===== src/rtl/core/u2cp_pkg.sv =====
// ----------------------------------------------------------------------------
// u2cp_pkg: shared types and constants of the code page encoder
// Transfer payloads, the search token that runs down the cell chain, and
// the op codes and character constants.
// ----------------------------------------------------------------------------
package u2cp_pkg;

  // number of table entries, one per cell in the chain
  localparam int TABLE_ENTRIES = 256;

  // op codes
  localparam logic [1:0] OP_INSERT = 2'd0;
  localparam logic [1:0] OP_ENC32  = 2'd1;
  localparam logic [1:0] OP_ENC16  = 2'd2;

  // character constants
  localparam logic [15:0] MISS_CHAR  = 16'h005F;
  localparam logic [20:0] PASS_LIMIT = 21'h0000FF;
  localparam logic [20:0] CP_LIMIT   = 21'h110000;
  localparam logic [15:0] LEAD_LO    = 16'hD800;
  localparam logic [15:0] LEAD_HI    = 16'hDBFF;
  // 0x10000 - 0xDC00, added after the lead offset is shifted up
  localparam logic [20:0] SUR_BIAS   = 21'h002400;

  typedef struct packed {
    logic [1:0]  op;
    logic [20:0] code_point;
    logic [15:0] utf16_unit;
    logic [15:0] mapped_code;
  } u2cp_in_t;

  typedef struct packed {
    logic [7:0] out_byte;
    logic       last_byte;
  } u2cp_out_t;

  // token handed from cell to cell
  typedef struct packed {
    logic        active;
    logic        insert;
    logic        emit;
    logic        force_miss;
    logic        hit;
    logic [20:0] key;
    logic [15:0] code;
  } u2cp_tok_t;

endpackage


===== src/rtl/core/u2cp_emitter.sv =====
// ----------------------------------------------------------------------------
// u2cp_emitter: byte output stage
// Takes one 16-bit target code and sends its low byte, then its high byte
// when the code exceeds 0xFF, through a registered output.
// ----------------------------------------------------------------------------
module u2cp_emitter (
  input  logic                clk,
  input  logic                rst_n,
  input  logic                code_vld,
  input  logic [15:0]         code,
  output logic                code_rdy,
  output logic                out_valid,
  input  logic                out_stall,
  output u2cp_pkg::u2cp_out_t out_data
);
  import u2cp_pkg::*;

  logic       out_valid_r;
  logic [7:0] byte_r;
  logic       last_r;
  logic       hi_pend_r;
  logic [7:0] hi_r;
  logic       two_byte;

  // a new code fits once the register is empty or its last byte leaves
  assign code_rdy = !out_valid_r || (!out_stall && !hi_pend_r);
  assign two_byte = code > {8'd0, PASS_LIMIT[7:0]};

  always_ff @(posedge clk) begin
    if (!rst_n) begin
      out_valid_r <= 1'b0;
      hi_pend_r   <= 1'b0;
    end else if (code_vld && code_rdy) begin
      // load next code, any finished byte leaves in the same cycle
      out_valid_r <= 1'b1;
      byte_r      <= code[7:0];
      last_r      <= !two_byte;
      hi_pend_r   <= two_byte;
      hi_r        <= code[15:8];
    end else if (out_valid_r && !out_stall) begin
      // drain current byte
      if (hi_pend_r) begin
        byte_r    <= hi_r;
        last_r    <= 1'b1;
        hi_pend_r <= 1'b0;
      end else begin
        out_valid_r <= 1'b0;
      end
    end
  end

  assign out_valid          = out_valid_r;
  assign out_data.out_byte  = byte_r;
  assign out_data.last_byte = last_r;

endmodule


===== config.mk =====
export PLATFORM = sky130hd
export DESIGN_NAME = u2cp_emitter
export DESIGN_NICKNAME = d
export VERILOG_FILES = /design/src/rtl/core/u2cp_pkg.sv /design/src/rtl/core/u2cp_emitter.sv
export SDC_FILE = /design/constraint.sdc
export NUM_CORES = 1
export LEC_CHECK = 0
export BUFFER_PORTS_ARGS = -buffer_cell sky130_fd_sc_hd__buf_4
export CAP_MARGIN = 15
export CORE_MARGIN = 3
export CORE_UTILIZATION = 40
export CTS_CLUSTER_DIAMETER = 80
export DETAILED_ROUTE_END_ITERATION = 6
export PLACE_DENSITY = 0.68
export SLEW_MARGIN = 20
export SYNTH_ARGS = -nofsm -noshare
export SYNTH_HDL_FRONTEND = slang
export SYNTH_SLANG_ARGS = --single-unit

===== constraint.sdc =====
create_clock -name clk -period 1.6 [get_ports clk]
set_input_delay 0.24 -clock clk [delete_from_list [all_inputs] [get_ports clk]]
set_output_delay 0.24 -clock clk [all_outputs]
set_load 0.03 [all_outputs]

==> out/qor.yml <==
grt_pass1_wl_um: 2210
area_growth_syn_to_layout_pct: 36.9
yosysWarnings: 0
vias: 471
cp_max_fo: 8
ir_drop_mv: 0.567
yosys-top-cells-area: "edfxtp_1, mux2_2, dfxtp_1"
setup_viol: 0
grt_max_degree: 11
clock_sinks: 19
drv_cap: 0
worstReg2RegStart: "out_valid"
grt_overflow: 0
grt_setup_unrepaired: "false"
viasPerCell: 4.57
clock_path_buffers: 2
numCtsBuffers: 3
synthArstFlopShare: 0
synth_cell_types: 18
nets: 99
clk_pin_slew_ns: 0.10
use_met3: 0.0393
post_cts_buffers: 0
outcome: "finished, final reports clean"
die_x_um: 49.8
synth-seq-area-share: 0.719
clockRootBuffer: "clkbuf_4"
stdcell_area_um2: 1050
holdBufCountCts: 0
synth_commonest_cells: "edfxtp_1, mux2_2, dfxtp_1, inv_1, nand2_1"
syn_area_per_cell_um2: 17.4
grt_util_all_layers: 0.125
required_ns: 1.64
cts_tree: "done"
drc: 0
synth_edf_count: 17
n_antenna_cell: 0
syn-instance-count: 44
max_slew_margin: 0.773
fmax_ghz: 0.742
arrival_ns: 1.39
ys_dominant_reg_cell: "edfxtp_1"
met1_usage: 0.135
min_from: "code[14]"
rows: 15
hpwl_um: 1020
portBuffers: 30
final_layout_size_suffix_gt1_frac: 0.603
ctsHtreeMaxLevel: 1
worstSkewPairLatency_ns: 0.28
endpoint_kind: "flop"
tightest_slew_ns: 0.341
yosysTopAreaCell: "edfxtp_1"
critical_path_class: "flop to flop"
preCtsSetupSlack_ns: 0.254
antenna_found_initial: 0
firstDrtPassIters: 2
finalClockSkew_ns: 0.00528
p_leak_nw: 0.417
grt_pass1_vias: 486
fin_tns_setup_ns: 0
pwr_density_cell_nw_per_um2: 919
synth.cell_area_um2: 766
hold_violations: 0
use_met2: 0.207
wl_per_cell_um: 12.8
synth.most_common_cell: "edfxtp_1"
die_h_um: 49.8
pin_count: 31
ys_ff_latch: 19
globalplace.congestion: 0.737
first_iter_violations: 9
critPathLaunchType: "flop"
dpl_cell_area_um2: 1020
post_cts_resize_count: 0
slew_viol_final: 0
worstHoldPathCells: 1
core_area_um2: 1760
fin_crit_sh: 0.842
total_power_uw: 963
dieArea_um2: 2480
synth_top_area_share: 0.667
reg2reg_depth: 3
period_needed_ns: 1.35
ant_nets: 0
setup_slack_ns: 0.252
initial_core_util: 0.434
routed_wl_um: 1320
startpoint: "out_valid"
busiest_layer: "met2"
syn_nets: 64
hold_path.class: "primary input to flop"
layout make-up:
cell class	count	area (µm²)
Timing Repair Buffer	31	233
Sequential cell	19	551
Multi-Input combinational cell	22	200
Tap cell	25	31.3
Inverter	2	7.51
Fill cell	161	716
Clock buffer	4	26.3
worst max-delay path: stages (launching register included):
cell and delay [ns]:
dfxtp_1 0.45, o21ai_4 0.12, nand2_2 0.19, mux2_2 0.36
report_power, final:
part	switching, mW	internal, mW
clock network	0.132	0.0966
logic	0.0765	0.0771
registers	0.0101	0.571
total	0.218	0.745
registers in the layout, indices dropped and copies added, names as in the netlist:
register / flops
byte_r: 8
hi_pend_r: 1
hi_r: 8
last_r: 1
out_valid: 1
placed cells by master, fill, tap and decap left out, drive strengths merged:
| cell type | instances |
|---|---|
| mux2 | 8 |
| edfxtp | 17 |
| clkbuf | 4 |
| or4 | 2 |
| nor2b | 1 |
| and3 | 1 |
| dfxtp | 2 |
| a211o | 1 |
| o211ai | 1 |
| inv | 2 |
| o21ai | 1 |
| a21boi | 2 |
| nor2 | 1 |
| nand2 | 3 |
| buf | 31 |
| a21oi | 1 |
per-stage QoR:
step / utilization / hold WS [ns] / instances
floorplan: - / 0.339 / 44
global placement: 0.579 / 0.430 / 99
detailed placement: 0.579 / 0.431 / 99
CTS: 0.594 / 0.127 / 103
global route: 0.594 / 0.109 / 103
finish: 0.594 / 0.137 / 103
cells by family after synthesis:
group	synth area share
DFF	0.719
AOI/OAI and AO/OA	0.0801
buffers and inverters	0.0196
and+or+nand+nor	0.0637
muxes	0.118
path summary, 6_finish.rpt:
| check | to | slack (ns) |
|---|---|---|
| min | hi_r[6] | 0.14 |
| max reg2reg | byte_r[2] | 0.25 |
| max | byte_r[2] | 0.25 |
| min reg2reg | byte_r[0] | 0.56 |
per-layer routing:
metal | share of wire | vias up
met5 | 0 | -
met4 | 0.017 | 0
met3 | 0.089 | 2
met2 | 0.50 | 19
met1 | 0.39 | 214
li1 | - | 236
(Power assumes the default switching activity.)
