### config.mk
export PLATFORM = sky130hd
export DESIGN_NAME = u2cp_cell
export DESIGN_NICKNAME = d
export VERILOG_FILES = /design/src/rtl/core/u2cp_pkg.sv /design/src/rtl/core/u2cp_cell.sv
export SDC_FILE = /design/constraint.sdc
export NUM_CORES = 1
export LEC_CHECK = 0
export BUFFER_PORTS_ARGS = -buffer_cell sky130_fd_sc_hd__buf_2
export CAP_MARGIN = 40
export CORE_ASPECT_RATIO = 2
export CORE_MARGIN = 10
export CORE_UTILIZATION = 35
export DETAILED_ROUTE_END_ITERATION = 7
export PLACE_DENSITY_LB_ADDON = 0.15
export SYNTH_ARGS = -nofsm -noshare
export SYNTH_HDL_FRONTEND = slang
export SYNTH_SLANG_ARGS = --single-unit
### constraint.sdc
create_clock -name clk -period 3.8 [get_ports clk]
set_input_delay 0.76 -clock clk [delete_from_list [all_inputs] [get_ports clk]]
set_output_delay 0.76 -clock clk [all_outputs]
set_load 0.02 [all_outputs]
### src/rtl/core/u2cp_pkg.sv
// ----------------------------------------------------------------------------
// u2cp_pkg: shared types and constants of the code page encoder
// Transfer payloads, the search token that runs down the cell chain, and
// the op codes and character constants.
// ----------------------------------------------------------------------------
package u2cp_pkg;

  // number of table entries, one per cell in the chain
  localparam int TABLE_ENTRIES = 256;

  // op codes
  localparam logic [1:0] OP_INSERT = 2'd0;
  localparam logic [1:0] OP_ENC32  = 2'd1;
  localparam logic [1:0] OP_ENC16  = 2'd2;

  // character constants
  localparam logic [15:0] MISS_CHAR  = 16'h005F;
  localparam logic [20:0] PASS_LIMIT = 21'h0000FF;
  localparam logic [20:0] CP_LIMIT   = 21'h110000;
  localparam logic [15:0] LEAD_LO    = 16'hD800;
  localparam logic [15:0] LEAD_HI    = 16'hDBFF;
  // 0x10000 - 0xDC00, added after the lead offset is shifted up
  localparam logic [20:0] SUR_BIAS   = 21'h002400;

  typedef struct packed {
    logic [1:0]  op;
    logic [20:0] code_point;
    logic [15:0] utf16_unit;
    logic [15:0] mapped_code;
  } u2cp_in_t;

  typedef struct packed {
    logic [7:0] out_byte;
    logic       last_byte;
  } u2cp_out_t;

  // token handed from cell to cell
  typedef struct packed {
    logic        active;
    logic        insert;
    logic        emit;
    logic        force_miss;
    logic        hit;
    logic [20:0] key;
    logic [15:0] code;
  } u2cp_tok_t;

endpackage

### src/rtl/core/u2cp_cell.sv
// ----------------------------------------------------------------------------
// u2cp_cell: one table entry of the search chain
// Holds one key/code pair, compares the passing token against it, and
// claims the token's key and code for an insert when the entry is empty.
// ----------------------------------------------------------------------------
module u2cp_cell (
  input  logic                clk,
  input  logic                rst_n,
  input  logic                adv,
  input  u2cp_pkg::u2cp_tok_t tok_i,
  output u2cp_pkg::u2cp_tok_t tok_o
);
  import u2cp_pkg::*;

  logic        valid_r;
  logic [20:0] key_r;
  logic [15:0] code_r;
  u2cp_tok_t   tok_r;
  u2cp_tok_t   tok_nxt;
  logic        match;
  logic        take;

  // compare and claim
  assign match = valid_r && (key_r == tok_i.key);
  assign take  = tok_i.active && tok_i.insert && !tok_i.hit && !valid_r;

  always_comb begin
    tok_nxt = tok_i;
    if (tok_i.active && !tok_i.hit && match) begin
      tok_nxt.hit  = 1'b1;
      tok_nxt.code = code_r;
    end
    if (take) begin
      tok_nxt.hit = 1'b1;
    end
  end

  // entry storage
  always_ff @(posedge clk) begin
    if (!rst_n) begin
      valid_r <= 1'b0;
    end else if (adv && take) begin
      valid_r <= 1'b1;
      key_r   <= tok_i.key;
      code_r  <= tok_i.code;
    end
  end

  // token stage toward the next cell
  always_ff @(posedge clk) begin
    if (!rst_n) begin
      tok_r.active <= 1'b0;
    end else if (adv) begin
      tok_r <= tok_nxt;
    end
  end

  assign tok_o = tok_r;

endmodule

==> results.sh <==
export IMPL_row_count=47
export IMPL_period_needed_ps=2460
export IMPL_dpl_cell_area_um2=3500
export IMPL_timing_rr_end="tok_o[3]$_DFFE_PP_"
export IMPL_fp_dieArea_um2=12600
export IMPL_pwr_share_seq_pct=53.4
export IMPL_p_comb_share_pct=7.4
export IMPL_core_region_area_um2=8230
export IMPL_first_pass_iters=3
export IMPL_avgSynthCellArea_um2=21.7
export IMPL_finClkSkew_ps=6.46
export IMPL_irDropWorstVdd_mv=0.352
export IMPL_nNetsFinal=279
export IMPL_path_max_fanout=17
export IMPL_grt_max_degree=42
export IMPL_n_antenna_cell=0
export IMPL_clkSinkCount=80
export IMPL_cts_repair_resized=0
export IMPL_finalCritPeriodShare_pct=64.8
export IMPL_routed_wl_um=5950
export IMPL_synth_area_leaders="edfxtp_1, xor2_1, mux2_4"
export IMPL_cellPowerDensity_nw_per_um2=506
export IMPL_fp_dieW_um=84.6
export IMPL_wl_per_cell_um=17.7
export IMPL_vias=1532
export IMPL_r2r_start="key_r[15]$_DFFE_PP_"
export IMPL_clockBufferDepth=2
export IMPL_cp_end_kind="flip-flop"
export IMPL_wl_met2_um=3120
export IMPL_drive_gt1_share_pct=50.2
export IMPL_synth_common_cells="edfxtp_1, xor2_1, mux2_4"
export IMPL_setup_tns_ps=0
export IMPL_start_kind="input pin"
export IMPL_layout_setup_ws_ps=1340
export IMPL_cts_buffers=9
export IMPL_postCtsSetupBuffers=0
export IMPL_io_pins=87
export IMPL_syn_num_nets=180
export IMPL_critical_path_class="in2reg"
export IMPL_setup_viol=0
export IMPL_grt_setup_unrepaired="false"
export IMPL_port_buffers=86
export IMPL_drt_iter0_drc=41
export IMPL_status="finished clean"
export IMPL_r2r_setup_slack_ps=1500
export IMPL_clk_latency_ps=330
export IMPL_gp_congestion=0.658
export IMPL_final_cell_area_um2=3760
export IMPL_post_route_util_pct=45.7
export IMPL_swShare_pct=21.3
export IMPL_start_util_pct=35.5
export IMPL_place_ws_ps=967
export IMPL_async_flop_share_pct=0
export IMPL_wl_met3_um=432
export IMPL_crit_arrival_ps=2540
export IMPL_min_to="valid_r$_SDFFE_PN0N_"
export IMPL_synth_edff_count=78
export IMPL_grt_ovfl_total=0
export IMPL_post_route_drc_count=0
export IMPL_ant_nets=0
export IMPL_cp_required_ps=3870
export IMPL_synthCells=135
export IMPL_internal_power_mw=1.50
export IMPL_hold_start="valid_r$_SDFFE_PN0N_"
export IMPL_yosysMostFrequentCell="edfxtp_1"
export IMPL_hold_violations=0
export IMPL_antenna_found_initial=0
export IMPL_hold_buffers=0
export IMPL_highest_layer="met4"
export IMPL_yosysSeqAreaShare_pct=81.5
export IMPL_max_slew_margin_pct=62.6
export IMPL_synth_main_ff_cell="edfxtp_1"
export IMPL_grt_pass1_vias=1749
export IMPL_drv_cap=0
export IMPL_finalMaxSlewViolations=0
export IMPL_yosys_warnings=0
export IMPL_power_leakage_nw=1.42
export IMPL_synth_top_area_cell="edfxtp_1"
export IMPL_cts_clk_slew_worst_paths_ps=60
export IMPL_yosysUniqueCellTypes=18
export IMPL_r2r_cells=6
export IMPL_synth_seq_cells=80
export IMPL_htreeDepth=3
export IMPL_synth_area_um2=2920
export IMPL_holdPathStages=2
export IMPL_fillers=737
export IMPL_dp_hpwl_um=4290
export IMPL_m1WireLength_um=2290
export IMPL_area_growth_pct=28.5
export IMPL_p_sw_mw=0.406
export IMPL_cts_tree="done"
export IMPL_die_h_um=149
export IMPL_clockRootBuffer="clkbuf_16"
export IMPL_post_drt_via_cell_ratio=4.55
export IMPL_worst_slew_pin_slew_ps=561
export IMPL_grt_pass1_wl_um=9380
export IMPL_fmax_mhz=406
export IMPL_netlist_area_leader_share_pct=80.1
export IMPL_power_clock_fraction_pct=39.1
export IMPL_hp_class="reg2reg"
export IMPL_grt_use_total_pct=9.62
==> per-layer routing <==
| layer | vias to the layer above | GRT usage [%] |
|---|---|---|
| met5 | - | 0 |
| met4 | 0 | 4.47 |
| met3 | 6 | 4.32 |
| met2 | 54 | 15.9 |
| met1 | 750 | 10.2 |
| li1 | 722 | - |
==> cells by family (layout without fill, tap and decap cells) <==
kind of cell	count (synthesis)	count (layout)	synth area share [%]
AOI/OAI and AO/OA	2	2	0.642
DFF	80	80	81.5
buffers and inverters	2	106	0.813
muxes	17	17	7.66
xor gates and xnor gates	21	21	6.29
and+or+nand+nor	13	13	3.12
==> layout by cell type, fill, tap and decap left out, drive strengths merged <==
cell type / synthesis / layout
nor2b: 2 / 2
a21boi: 1 / 1
buf: 1 / 89
mux2i: 1 / 1
xnor2: 5 / 5
and4: 1 / 1
clkinvlp: 0 / 1
nor4: 4 / 4
dfxtp: 2 / 2
mux2: 16 / 16
nand4: 2 / 2
nor3: 1 / 1
a311o: 1 / 1
nand3: 2 / 2
inv: 1 / 1
clkbuf: 0 / 11
clkinv: 0 / 4
and2: 1 / 1
edfxtp: 78 / 78
xor2: 16 / 16
==> through the flow <==
step,power [mW],std cells,hold slack [ps]
CTS,1.93,337,517
global route,1.97,337,546
floorplan,1.11,135,469
global placement,1.18,320,488
detailed placement,1.18,321,509
finish,1.90,337,515
==> power groups by stage <==
stage	clock (mW)	sequential (mW)	combinational, mW
2_1_floorplan	0	1.08	0.0314
3_3_place_gp	0	1.03	0.143
3_5_place_dp	0	1.04	0.146
4_1_cts	0.769	1.02	0.147
5_1_grt	0.801	1.02	0.154
6_report	0.745	1.02	0.142
==> worst max path at each step <==
stage	start	end	slack (ps)	cells after the start
3_3_place_gp	tok_i[31]	tok_o[3]$_DFFE_PP_	980	7
3_5_place_dp	tok_i[31]	tok_o[1]$_DFFE_PP_	970	7
6_report	tok_i[31]	tok_o[3]$_DFFE_PP_	1340	7
2_1_floorplan	rst_n	code_r[0]$_DFFE_PP_	500	2
4_1_cts	tok_i[31]	tok_o[15]$_DFFE_PP_	1320	7
5_1_grt	tok_i[31]	tok_o[15]$_DFFE_PP_	1240	7
==> worst max-delay path: stages <==
cell and delay (ps):
buf_2 120, xor2_1 150, nor4_1 390, nand4_1 220, nor3_4 210, buf_4 310
mux2_2 380
==> area by class of cell <==
type                       instances  area (µm²)  share of cell area [%]
clock buffer                      11         233                    6.19
clock inverter                     5        23.8                   0.632
inverter                           1        3.75                  0.0999
multi-input combinational         53         520                    13.8
sequential                        80        2380                    63.4
tap                               98         123                    3.26
timing repair buffer              89         473                    12.6
==> registers in the layout, indices dropped and copies added, names as in the netlist <==
register	cells
code_r	16
key_r	21
tok_o	42
valid_r	1
Note: power is estimated with default switching activity, not from simulation.
